`config.mk`:
```
export PLATFORM = sky130hd
export DESIGN_NAME = make_depfile_tokenizer
export DESIGN_NICKNAME = d
export VERILOG_FILES = /design/src/rtl/mdt_pkg.sv /design/src/rtl/mdt_step.sv /design/src/rtl/make_depfile_tokenizer.sv
export SDC_FILE = /design/constraint.sdc
export NUM_CORES = 1
export LEC_CHECK = 0
export BUFFER_PORTS_ARGS = -buffer_cell sky130_fd_sc_hd__buf_2
export CELL_PAD_IN_SITES_DETAIL_PLACEMENT = 0
export CELL_PAD_IN_SITES_GLOBAL_PLACEMENT = 1
export CORE_AREA = 5 5 190 192
export DETAILED_ROUTE_END_ITERATION = 12
export DIE_AREA = 0 0 195 197
export GPL_TIMING_DRIVEN = 0
export HOLD_SLACK_MARGIN = 0.1
export PLACE_DENSITY_LB_ADDON = 0.1
export SLEW_MARGIN = 10
export SYNTH_ARGS = -nofsm -noshare
export SYNTH_HDL_FRONTEND = slang
export SYNTH_HIERARCHICAL = 1
export SYNTH_SLANG_ARGS = --single-unit
export TNS_END_PERCENT = 50
```
`constraint.sdc`:
```
create_clock -name clock -period 9.93 [get_ports clock]
set_clock_uncertainty 0.2 [all_clocks]
set_input_delay 0 -clock clock [delete_from_list [all_inputs] [get_ports clock]]
set_output_delay 0 -clock clock [all_outputs]
set_load 0.01 [all_outputs]
```
`src/rtl/mdt_pkg.sv`:
```
// shared types and constants of the dependency file tokenizer
package mdt_pkg;

   localparam int MAX_RESULTS = 4;
   localparam int FIFO_DEPTH  = 8;
   localparam int FIFO_IDX_W  = $clog2(FIFO_DEPTH);
   localparam int FIFO_CNT_W  = $clog2(FIFO_DEPTH + 1);
   localparam int RES_CNT_W   = $clog2(MAX_RESULTS + 1);

   localparam logic [7:0] CH_BSL   = 8'h5C;
   localparam logic [7:0] CH_LF    = 8'h0A;
   localparam logic [7:0] CH_CR    = 8'h0D;
   localparam logic [7:0] CH_COLON = 8'h3A;
   localparam logic [7:0] CH_HASH  = 8'h23;
   localparam logic [7:0] CH_TAB   = 8'h09;
   localparam logic [7:0] CH_SPACE = 8'h20;

   typedef enum logic [7:0] {
      PH_LEAD     = 8'b0000_0001,
      PH_TGT      = 8'b0000_0010,
      PH_TGT_SKIP = 8'b0000_0100,
      PH_AFTER    = 8'b0000_1000,
      PH_GAP      = 8'b0001_0000,
      PH_DEP      = 8'b0010_0000,
      PH_DEP_SKIP = 8'b0100_0000,
      PH_DONE     = 8'b1000_0000
   } phase_type;

   typedef enum logic [2:0] {
      ESC_NONE   = 3'b001,
      ESC_BSL    = 3'b010,
      ESC_BSL_CR = 3'b100
   } esc_type;

   typedef enum logic [1:0] {
      KIND_BYTE = 2'd0,
      KIND_END  = 2'd1,
      KIND_DONE = 2'd2,
      KIND_ERR  = 2'd3
   } kind_type;

   typedef enum logic [1:0] {
      ERR_NONE      = 2'd0,
      ERR_EMPTY     = 2'd1,
      ERR_NO_TARGET = 2'd2
   } err_type;

   typedef struct packed {
      logic       last_of_run;
      err_type    error_code;
      logic       is_target;
      kind_type   record_kind;
      logic [7:0] path_byte;
   } rec_type;

   typedef struct packed {
      phase_type phase;
      esc_type   esc;
      logic      path_nonempty;
   } state_type;

   typedef struct packed {
      logic [RES_CNT_W-1:0]      count;
      rec_type [MAX_RESULTS-1:0] recs;
   } step_type;

endpackage

```
`src/rtl/mdt_step.sv`:
```
// per-byte tokenizer transition: next state and the records of one input beat
module mdt_step (
   input  mdt_pkg::state_type state_cur,
   input  logic [7:0]         text_byte,
   input  logic               byte_present,
   input  logic               content_end,
   output mdt_pkg::state_type state_nxt,
   output mdt_pkg::step_type  step_out
);
   import mdt_pkg::*;

   typedef struct packed {
      state_type st;
      step_type  res;
   } ctx_type;

   function automatic logic is_blank(logic [7:0] c);
      return (c == CH_SPACE) || (c == CH_TAB);
   endfunction

   function automatic logic is_eol(logic [7:0] c);
      return (c == CH_LF) || (c == CH_CR);
   endfunction

   function automatic ctx_type emit(ctx_type x, kind_type k, logic [7:0] b, logic t,
                                    err_type e);
      ctx_type y;
      y = x;
      if (y.res.count < RES_CNT_W'(MAX_RESULTS)) begin
         y.res.recs[y.res.count[RES_CNT_W-2:0]].record_kind = k;
         y.res.recs[y.res.count[RES_CNT_W-2:0]].path_byte   = b;
         y.res.recs[y.res.count[RES_CNT_W-2:0]].is_target   = t;
         y.res.recs[y.res.count[RES_CNT_W-2:0]].error_code  = e;
         y.res.recs[y.res.count[RES_CNT_W-2:0]].last_of_run = 1'b0;
         y.res.count = y.res.count + RES_CNT_W'(1);
      end
      return y;
   endfunction

   function automatic ctx_type put_byte(ctx_type x, logic [7:0] c);
      ctx_type y;
      y = x;
      if (y.st.phase == PH_GAP) y.st.phase = PH_DEP;
      y = emit(y, KIND_BYTE, c, y.st.phase == PH_TGT, ERR_NONE);
      y.st.path_nonempty = 1'b1;
      return y;
   endfunction

   function automatic ctx_type stop_with(ctx_type x, kind_type k, err_type e);
      ctx_type y;
      y = emit(x, k, 8'd0, 1'b0, e);
      y.st.phase         = PH_DONE;
      y.st.esc           = ESC_NONE;
      y.st.path_nonempty = 1'b0;
      return y;
   endfunction

   // unescaped line end or end of content
   function automatic ctx_type finish_line(ctx_type x);
      ctx_type y;
      y = x;
      unique case (y.st.phase) inside
         PH_LEAD: y = stop_with(y, KIND_ERR, ERR_EMPTY);
         PH_TGT, PH_TGT_SKIP: begin
            if (!y.st.path_nonempty) begin
               y = stop_with(y, KIND_ERR, ERR_NO_TARGET);
            end else begin
               y = emit(y, KIND_END, 8'd0, 1'b1, ERR_NONE);
               y = stop_with(y, KIND_DONE, ERR_NONE);
            end
         end
         PH_DEP, PH_DEP_SKIP: begin
            y = emit(y, KIND_END, 8'd0, 1'b0, ERR_NONE);
            y = stop_with(y, KIND_DONE, ERR_NONE);
         end
         PH_AFTER, PH_GAP: y = stop_with(y, KIND_DONE, ERR_NONE);
         default: begin
            y.st.phase         = PH_DONE;
            y.st.esc           = ESC_NONE;
            y.st.path_nonempty = 1'b0;
         end
      endcase
      return y;
   endfunction

   // byte inside the target or a dependency, no escape open
   function automatic ctx_type path_char(ctx_type x, logic [7:0] c);
      ctx_type y;
      logic    tgt;
      y   = x;
      tgt = (y.st.phase == PH_TGT);
      if (is_eol(c)) begin
         y = finish_line(y);
      end else if (is_blank(c) || (tgt && c == CH_COLON)) begin
         if (tgt && !y.st.path_nonempty) begin
            y = stop_with(y, KIND_ERR, ERR_NO_TARGET);
         end else begin
            y = emit(y, KIND_END, 8'd0, tgt, ERR_NONE);
            y.st.path_nonempty = 1'b0;
            if (tgt && c != CH_COLON) y.st.phase = PH_AFTER;
            else                      y.st.phase = PH_GAP;
         end
      end else if (c == CH_BSL) begin
         y.st.esc = ESC_BSL;
      end else begin
         y = put_byte(y, c);
      end
      return y;
   endfunction

   function automatic ctx_type gap_char(ctx_type x, logic [7:0] c);
      ctx_type y;
      y = x;
      if (is_blank(c)) begin
         y = x;
      end else if (is_eol(c)) begin
         y = finish_line(y);
      end else if (c == CH_BSL) begin
         y.st.esc = ESC_BSL;
      end else begin
         y.st.phase = PH_DEP;
         y = path_char(y, c);
      end
      return y;
   endfunction

   function automatic ctx_type resolve_escape(ctx_type x, logic [7:0] c);
      ctx_type y;
      y = x;
      if (c == CH_LF) begin
         // line continuation joins path pieces
         y.st.esc = ESC_NONE;
         if (y.st.phase == PH_TGT)      y.st.phase = PH_TGT_SKIP;
         else if (y.st.phase == PH_DEP) y.st.phase = PH_DEP_SKIP;
      end else if (y.st.esc == ESC_BSL) begin
         if (c == CH_CR) begin
            y.st.esc = ESC_BSL_CR;
         end else begin
            y.st.esc = ESC_NONE;
            if (c == CH_SPACE || c == CH_BSL || c == CH_HASH) begin
               y = put_byte(y, c);
            end else begin
               y = put_byte(y, CH_BSL);
               y = path_char(y, c);
            end
         end
      end else begin
         // backslash-cr not followed by lf: literal backslash, cr ends the line
         y.st.esc = ESC_NONE;
         y = put_byte(y, CH_BSL);
         y = finish_line(y);
      end
      return y;
   endfunction

   function automatic ctx_type take_byte(ctx_type x, logic [7:0] c);
      ctx_type y;
      y = x;
      if (y.st.esc != ESC_NONE && y.st.phase != PH_DONE) begin
         y = resolve_escape(y, c);
      end else begin
         y.st.esc = ESC_NONE;
         unique case (y.st.phase) inside
            PH_LEAD: begin
               if (!is_blank(c)) begin
                  y.st.phase = PH_TGT;
                  y = path_char(y, c);
               end
            end
            PH_TGT, PH_DEP: y = path_char(y, c);
            PH_TGT_SKIP, PH_DEP_SKIP: begin
               if (!is_blank(c)) begin
                  y.st.phase = (y.st.phase == PH_TGT_SKIP) ? PH_TGT : PH_DEP;
                  y = path_char(y, c);
               end
            end
            PH_AFTER: begin
               if (c == CH_COLON) begin
                  y.st.phase = PH_GAP;
               end else if (!is_blank(c)) begin
                  y.st.phase = PH_GAP;
                  y = gap_char(y, c);
               end
            end
            PH_GAP: y = gap_char(y, c);
            default: y = x;
         endcase
      end
      return y;
   endfunction

   ctx_type ctx_a;
   ctx_type ctx_b;
   ctx_type ctx_c;

   always_comb begin
      ctx_a.st        = state_cur;
      ctx_a.res.count = '0;
      ctx_a.res.recs  = '0;

      ctx_b = byte_present ? take_byte(ctx_a, text_byte) : ctx_a;

      ctx_c = ctx_b;
      if (content_end) begin
         if (ctx_c.st.phase != PH_DONE) begin
            if (ctx_c.st.esc != ESC_NONE) begin
               ctx_c.st.esc = ESC_NONE;
               ctx_c = put_byte(ctx_c, CH_BSL);
            end
            ctx_c = finish_line(ctx_c);
         end
         ctx_c.st.phase         = PH_LEAD;
         ctx_c.st.esc           = ESC_NONE;
         ctx_c.st.path_nonempty = 1'b0;
      end

      if (ctx_c.res.count != '0) begin
         ctx_c.res.recs[2'(ctx_c.res.count - RES_CNT_W'(1))].last_of_run = 1'b1;
      end

      state_nxt = ctx_c.st;
      step_out  = ctx_c.res;
   end

endmodule

```
`src/rtl/make_depfile_tokenizer.sv`:
```
// top level of the make-style dependency file tokenizer
//
// usage
//   req channel: one beat per content byte. req_tdata carries the byte,
//   req_tuser says whether the byte is present (0 for an end-only beat) and
//   req_tlast marks the final beat of the content, after which the parser
//   returns to its start state.
//   rsp channel: one beat per record: path byte, end of path, parse complete
//   or error. rsp_tlast marks the final record caused by one req beat; a
//   req beat may cause zero to four records.
// queue and throughput
//   the tokenizer state advances in the cycle a req beat is taken, and its
//   records are registered into an 8-entry record queue; they reach rsp
//   behind any records already waiting there. a req beat is taken every
//   cycle while the queue holds four records or fewer, so the rate is one
//   byte per cycle as long as the rsp side drains the records as fast as
//   they come; the rsp drain of one record per cycle sets the long-run limit.
// reset and stall
//   reset empties the queue and puts the parser in the leading whitespace
//   phase. when rsp_tready is low, records wait in the queue and req_tready
//   drops once more than four are waiting; nothing is lost or repeated.
module make_depfile_tokenizer (
   input  logic        clock,
   input  logic        reset,
   // request channel
   input  logic        req_tvalid,
   output logic        req_tready,
   input  logic [7:0]  req_tdata,   // [7:0] text_byte
   input  logic        req_tuser,   // [0] byte_present
   input  logic        req_tlast,   // content_end
   // response channel
   output logic        rsp_tvalid,
   input  logic        rsp_tready,
   output logic [15:0] rsp_tdata,   // [7:0] path_byte, [9:8] error_code, [15:10] zero
   output logic [2:0]  rsp_tuser,   // [1:0] record_kind, [2] is_target
   output logic        rsp_tlast    // last_of_run
);
   import mdt_pkg::*;

   // tokenizer state
   state_type state_ff;
   state_type state_in;
   state_type state_nxt;
   step_type  step_res;

   // record queue, head at entry 0
   rec_type                 fifo_ff [FIFO_DEPTH];
   rec_type                 fifo_in [FIFO_DEPTH];
   logic [FIFO_CNT_W-1:0]   cnt_ff;
   logic [FIFO_CNT_W-1:0]   cnt_in;
   logic [FIFO_CNT_W-1:0]   cnt_pop;

   logic push;
   logic pop;

   mdt_step u_step (
      .state_cur    (state_ff),
      .text_byte    (req_tdata),
      .byte_present (req_tuser),
      .content_end  (req_tlast),
      .state_nxt    (state_nxt),
      .step_out     (step_res)
   );

   // room for a full burst of records from one beat
   assign req_tready = (cnt_ff <= FIFO_CNT_W'(FIFO_DEPTH - MAX_RESULTS));
   assign push       = req_tvalid && req_tready;

   assign rsp_tvalid = (cnt_ff != '0);
   assign pop        = rsp_tvalid && rsp_tready;

   assign rsp_tdata  = {6'd0, fifo_ff[0].error_code, fifo_ff[0].path_byte};
   assign rsp_tuser  = {fifo_ff[0].is_target, fifo_ff[0].record_kind};
   assign rsp_tlast  = fifo_ff[0].last_of_run;

   always_comb begin
      state_in = push ? state_nxt : state_ff;
      cnt_pop  = pop ? (cnt_ff - FIFO_CNT_W'(1)) : cnt_ff;

      // shift out the head beat
      for (int i = 0; i < FIFO_DEPTH; i++) begin
         if (pop && i < FIFO_DEPTH - 1) fifo_in[i] = fifo_ff[i + 1];
         else                           fifo_in[i] = fifo_ff[i];
      end

      // append the new records behind what stays
      if (push) begin
         for (int j = 0; j < MAX_RESULTS; j++) begin
            if (RES_CNT_W'(j) < step_res.count) begin
               fifo_in[FIFO_IDX_W'(cnt_pop + FIFO_CNT_W'(j))] = step_res.recs[j];
            end
         end
         cnt_in = cnt_pop + FIFO_CNT_W'(step_res.count);
      end else begin
         cnt_in = cnt_pop;
      end
   end

   always_ff @(posedge clock) begin
      if (reset) begin
         state_ff.phase         <= PH_LEAD;
         state_ff.esc           <= ESC_NONE;
         state_ff.path_nonempty <= 1'b0;
         cnt_ff                 <= '0;
      end else begin
         state_ff <= state_in;
         cnt_ff   <= cnt_in;
      end
   end

   always_ff @(posedge clock) begin
      fifo_ff <= fifo_in;
   end

   // queue never overflows its entries
   a_cnt_bound : assert property (@(posedge clock) disable iff (reset)
      cnt_ff <= FIFO_CNT_W'(FIFO_DEPTH))
      else $error("record queue count out of range");

   // an open escape never survives into the done phase
   a_esc_done : assert property (@(posedge clock) disable iff (reset)
      state_ff.esc != ESC_NONE |-> state_ff.phase != PH_DONE)
      else $error("escape pending after parse end");

   // end of content always returns the parser to its start state
   a_end_resets : assert property (@(posedge clock) disable iff (reset)
      push && req_tlast |=> state_ff.phase == PH_LEAD && state_ff.esc == ESC_NONE
                            && !state_ff.path_nonempty)
      else $error("parser not reset after content end");

   // a path byte was seen only while inside a path
   a_nonempty_phase : assert property (@(posedge clock) disable iff (reset)
      state_ff.path_nonempty |-> state_ff.phase == PH_TGT || state_ff.phase == PH_TGT_SKIP
                                 || state_ff.phase == PH_DEP
                                 || state_ff.phase == PH_DEP_SKIP)
      else $error("path marked nonempty outside a path");

   // target flag only on byte and end records
   a_target_kind : assert property (@(posedge clock) disable iff (reset)
      rsp_tvalid && rsp_tuser[2] |-> rsp_tuser[1:0] == KIND_BYTE
                                     || rsp_tuser[1:0] == KIND_END)
      else $error("target flag on a done or error record");

endmodule
```
==> out/results.tsv <==
stage	metric	value	unit
setup_path	r2r endpoint	fifo_ff[9]	
setup_path	Reg2Reg Launch Point	state_ff[9]	
clock_network	TritonCTS Buffers	17	
timing	Slew @ Worst Pin	1150	ps
setup_path	Worst path slowest cell	or4_1	
global_route	initial antenna violation count	0	
run	Max-Cap Viols	0	
logic_synthesis	Distinct cells, synth	110	
routing	drt wl/cell	27.6	um
logic_synthesis	Ys Warns	6	
logic_synthesis	Synth Area in Simple Gates	19.0	%
logic_synthesis	Area contributors post-synth	dfxtp_1 (17%), mux2i_1 (8.8%), a21oi_1 (5.0%)	
placed_design	GP Congestion	1.00	
clock_network	CTS tree	built	
floorplan	initial core utilization	39.2	%
logic_synthesis	Synth Area in Adders	1.59	%
logic_synthesis	Yosys reg bits	128	
layout	final core utilization	43.4	%
timing	# setup viols final	0	
timing	fin crit period	8910	ps
setup_path	Crit Path Class	reg -> reg	
floorplan	chip height	197	um
timing	count of final max-slew check failures	0	
setup_path	Worst path max stage delay	710	ps
setup_path	most used cell, CP	clkbuf_1	
placed_design	Buffers on Ports	27	
timing	relative slew slack	23.0	%
setup_path	R2R depth	26	
power_and_ir_drop	VDD IR max	0.138	mV
floorplan	die width	195	um
clock_network	worst-skew pair later-pin latency	440	ps
setup_path	CP Capture Type	flip-flop	
logic_synthesis	Synth Area in Compound Gates	40.9	%
logic_synthesis	most common library cells after synthesis	nor2_1 (137), nand2_1 (136), a21oi_1 (133)	
clock_network	clk slew on worst S/H paths	60	ps
clock_network	clock tree buffer depth	2	
setup_path	R2R setup slack	1020	ps
global_route	global-route wire length before repair	94.8	mm
routing	DR vias/cell	6.79	
setup_path	worst-path fanout max	10	
setup_path	CP arrival	8890	ps
layout	Fillers	3599	
global_route	vias in the first global route	14980	
logic_synthesis	Post-Synth XOR/XNOR Area	0.523	%
logic_synthesis	count leader, synth	nor2_1	
floorplan	die area	38400	um2
global_route	largest net degree at the start of global routing	24	
global_route	Overflow after GRT	0	
floorplan	row count	68	
run_status	outcome	completed	
logic_synthesis	largest family of logic cells by synthesized area	compound AO/OA/AOI/OAI gates	
worst_hold_path	min-delay src	rsp_tready	
layout	# diodes	0	
routing	# DRC	0	
layout	share of cells above drive strength 1	12.6	%
layout	nets	1858	
global_route	All-Layer GR Usage	31.7	%
timing	unrepaired setup endpoints after global routing	no	
logic_synthesis	area leader, netlist	dfxtp_1	
clock_network	CTS root buffer	clkbuf_16	
worst_hold_path	WHS Endpoint	cnt_ff[2]	
setup_path	critical path startpoint category	flip-flop	
clock_network	CTS sink cnt	128	
floorplan	Core ar.	34200	um2
logic_synthesis	Synth Instances	1761	
power_and_ir_drop	total power	4.95	mW
timing	setup TNS	0	ps
power_and_ir_drop	Power Dens Cells	333	nW/um2
logic_synthesis	Synth Area per Inst	7.61	um2
floorplan	number of top-level pins	36	
worst_hold_path	Hold Path Depth	5	
routing	Final ANT Viol Nets	0	
routing	Vias	15575	
placed_design	Detailed Place HPWL	49.4	mm
worst_hold_path	worst hold path class	in -> reg	
timing	FMAX	112	MHz
clock_network	CTS H-tree depth	4	
logic_synthesis	ys async rst share	0	%
routing	1st-iter DRT viols	1795	
layout	area grow syn2layout	10.8	%
timing	final cycle utilization of the critical path	89.7	%
setup_path	Req. time, crit path	9920	ps
logic_synthesis	Seq/Total Area, Yosys	20.2	%
timing	final hold violations	0	
logic_synthesis	post-synth top area share	17.0	%
power_and_ir_drop	P_leak	5.80	nW
logic_synthesis	mux cell area share after synthesis	8.98	%
logic_synthesis	Most used DFF post-synth	dfxtp_1	
routing	drt pass-1 iters	6	
logic_synthesis	EDFF count, synth	14	
logic_synthesis	synthesized cell area	13400	um2
clock_network	number of setup buffers added after CTS	0	
routing	Detailed Route WL	63.4	mm
==> flip-flops by register name (all words and copies together) (netlist names) <==
signal and count:
fifo_ff 98, rsp_tdata 10, state_ff 12, rsp_tlast 1, rsp_tuser 3, cnt_ff 4
==> final cells by class <==
cell class              instances  area, um2  area share, %
inverters                      21       81.3          0.548
flip-flops and latches        128       2700           18.2
clock inverters                13        133          0.893
plain buffers                 222       1110           7.45
repair buffers                 35        206           1.39
well taps                     455        569           3.83
clock buffers                  19        464           3.13
multi-input cells            1402       9590           64.6
==> metal layers <==
metal	global-route usage, %	part of all wire (%)
met5	0	0
met1	40.4	40
met3	4.65	8.4
met2	52.6	47
met4	15.6	5.2
==> repair_timing <==
| action | 4_1_cts | 5_1_grt |
|---|---|---|
| hold buffers | 4 | 0 |
| endpoints found under the setup margin | 0 | 0 |
| gates resized for setup | 0 | 0 |
| endpoints found under the hold margin | 19 | 0 |
==> placed cells by master (no fill, tap or decap), types with 20 or more instances in the layout <==
| cell | n |
|---|---|
| a21oi_1 | 133 |
| o22a_1 | 48 |
| o22ai_1 | 46 |
| nand2_1 | 136 |
| a211oi_1 | 57 |
| or3_1 | 27 |
| nor3_1 | 33 |
| o221ai_1 | 68 |
| nor2_1 | 137 |
| buf_4 | 45 |
| clkbuf_1 | 113 |
| mux2i_1 | 118 |
| o31ai_1 | 21 |
| o21ai_0 | 68 |
| o21ai_1 | 28 |
| dfxtp_1 | 114 |
| a21o_1 | 36 |
| and2_1 | 20 |
| buf_2 | 77 |
| a221oi_1 | 57 |
| o211ai_1 | 40 |
==> per-stage QoR <==
step	instances	instance area [um2]	worst slack [ps]	hold slack [ps]
CTS	2295	14900	1190	122
global route	2295	14900	459	159
finish	2295	14900	1020	138
global placement	2255	14200	-99.7	74.4
detailed placement	2259	14200	1210	86.0
floorplan	1773	13400	3070	-131
==> worst max-delay path: cells and delay by family, from the launching register on <==
| family | cells | cell delay, ps |
|---|---|---|
| DFF | 1 | 320 |
| buffers and inverters | 8 | 1980 |
| AOI/OAI and AO/OA | 8 | 2290 |
| adders and majority gates | 1 | 290 |
| and+or+nand+nor | 9 | 3560 |
==> report_power, final <==
part | switching [mW] | total (mW) | internal [mW] | leakage [nW]
logic | 2.00 | 3.30 | 1.30 | 4.41
registers | 0.204 | 0.990 | 0.786 | 1.09
clock network | 0.269 | 0.661 | 0.391 | 0.299
==> how the worst max path moves through the flow <==
stage                  from     endpoint  slack [ps]  cells past startpoint
5_1_grt         state_ff[9]   fifo_ff[9]         460                     26
2_1_floorplan  state_ff[10]  fifo_ff[30]        3070                     26
3_5_place_dp    state_ff[9]  fifo_ff[13]        1210                     26
4_1_cts         state_ff[9]  fifo_ff[13]        1190                     26
3_3_place_gp   state_ff[11]  fifo_ff[33]        -100                     22
6_report        state_ff[9]   fifo_ff[9]        1020                     26
==> cells by family (layout without fill, tap and decap cells) <==
group / Yosys count / in the layout
AOI/OAI and AO/OA: 745 / 745
xor gates and xnor gates: 8 / 8
adders and majority gates: 17 / 17
buffers and inverters: 243 / 310
DFF: 128 / 128
muxes: 120 / 120
other: 2 / 14
and+or+nand+nor: 498 / 498
Power figures use the tool's default switching activity.
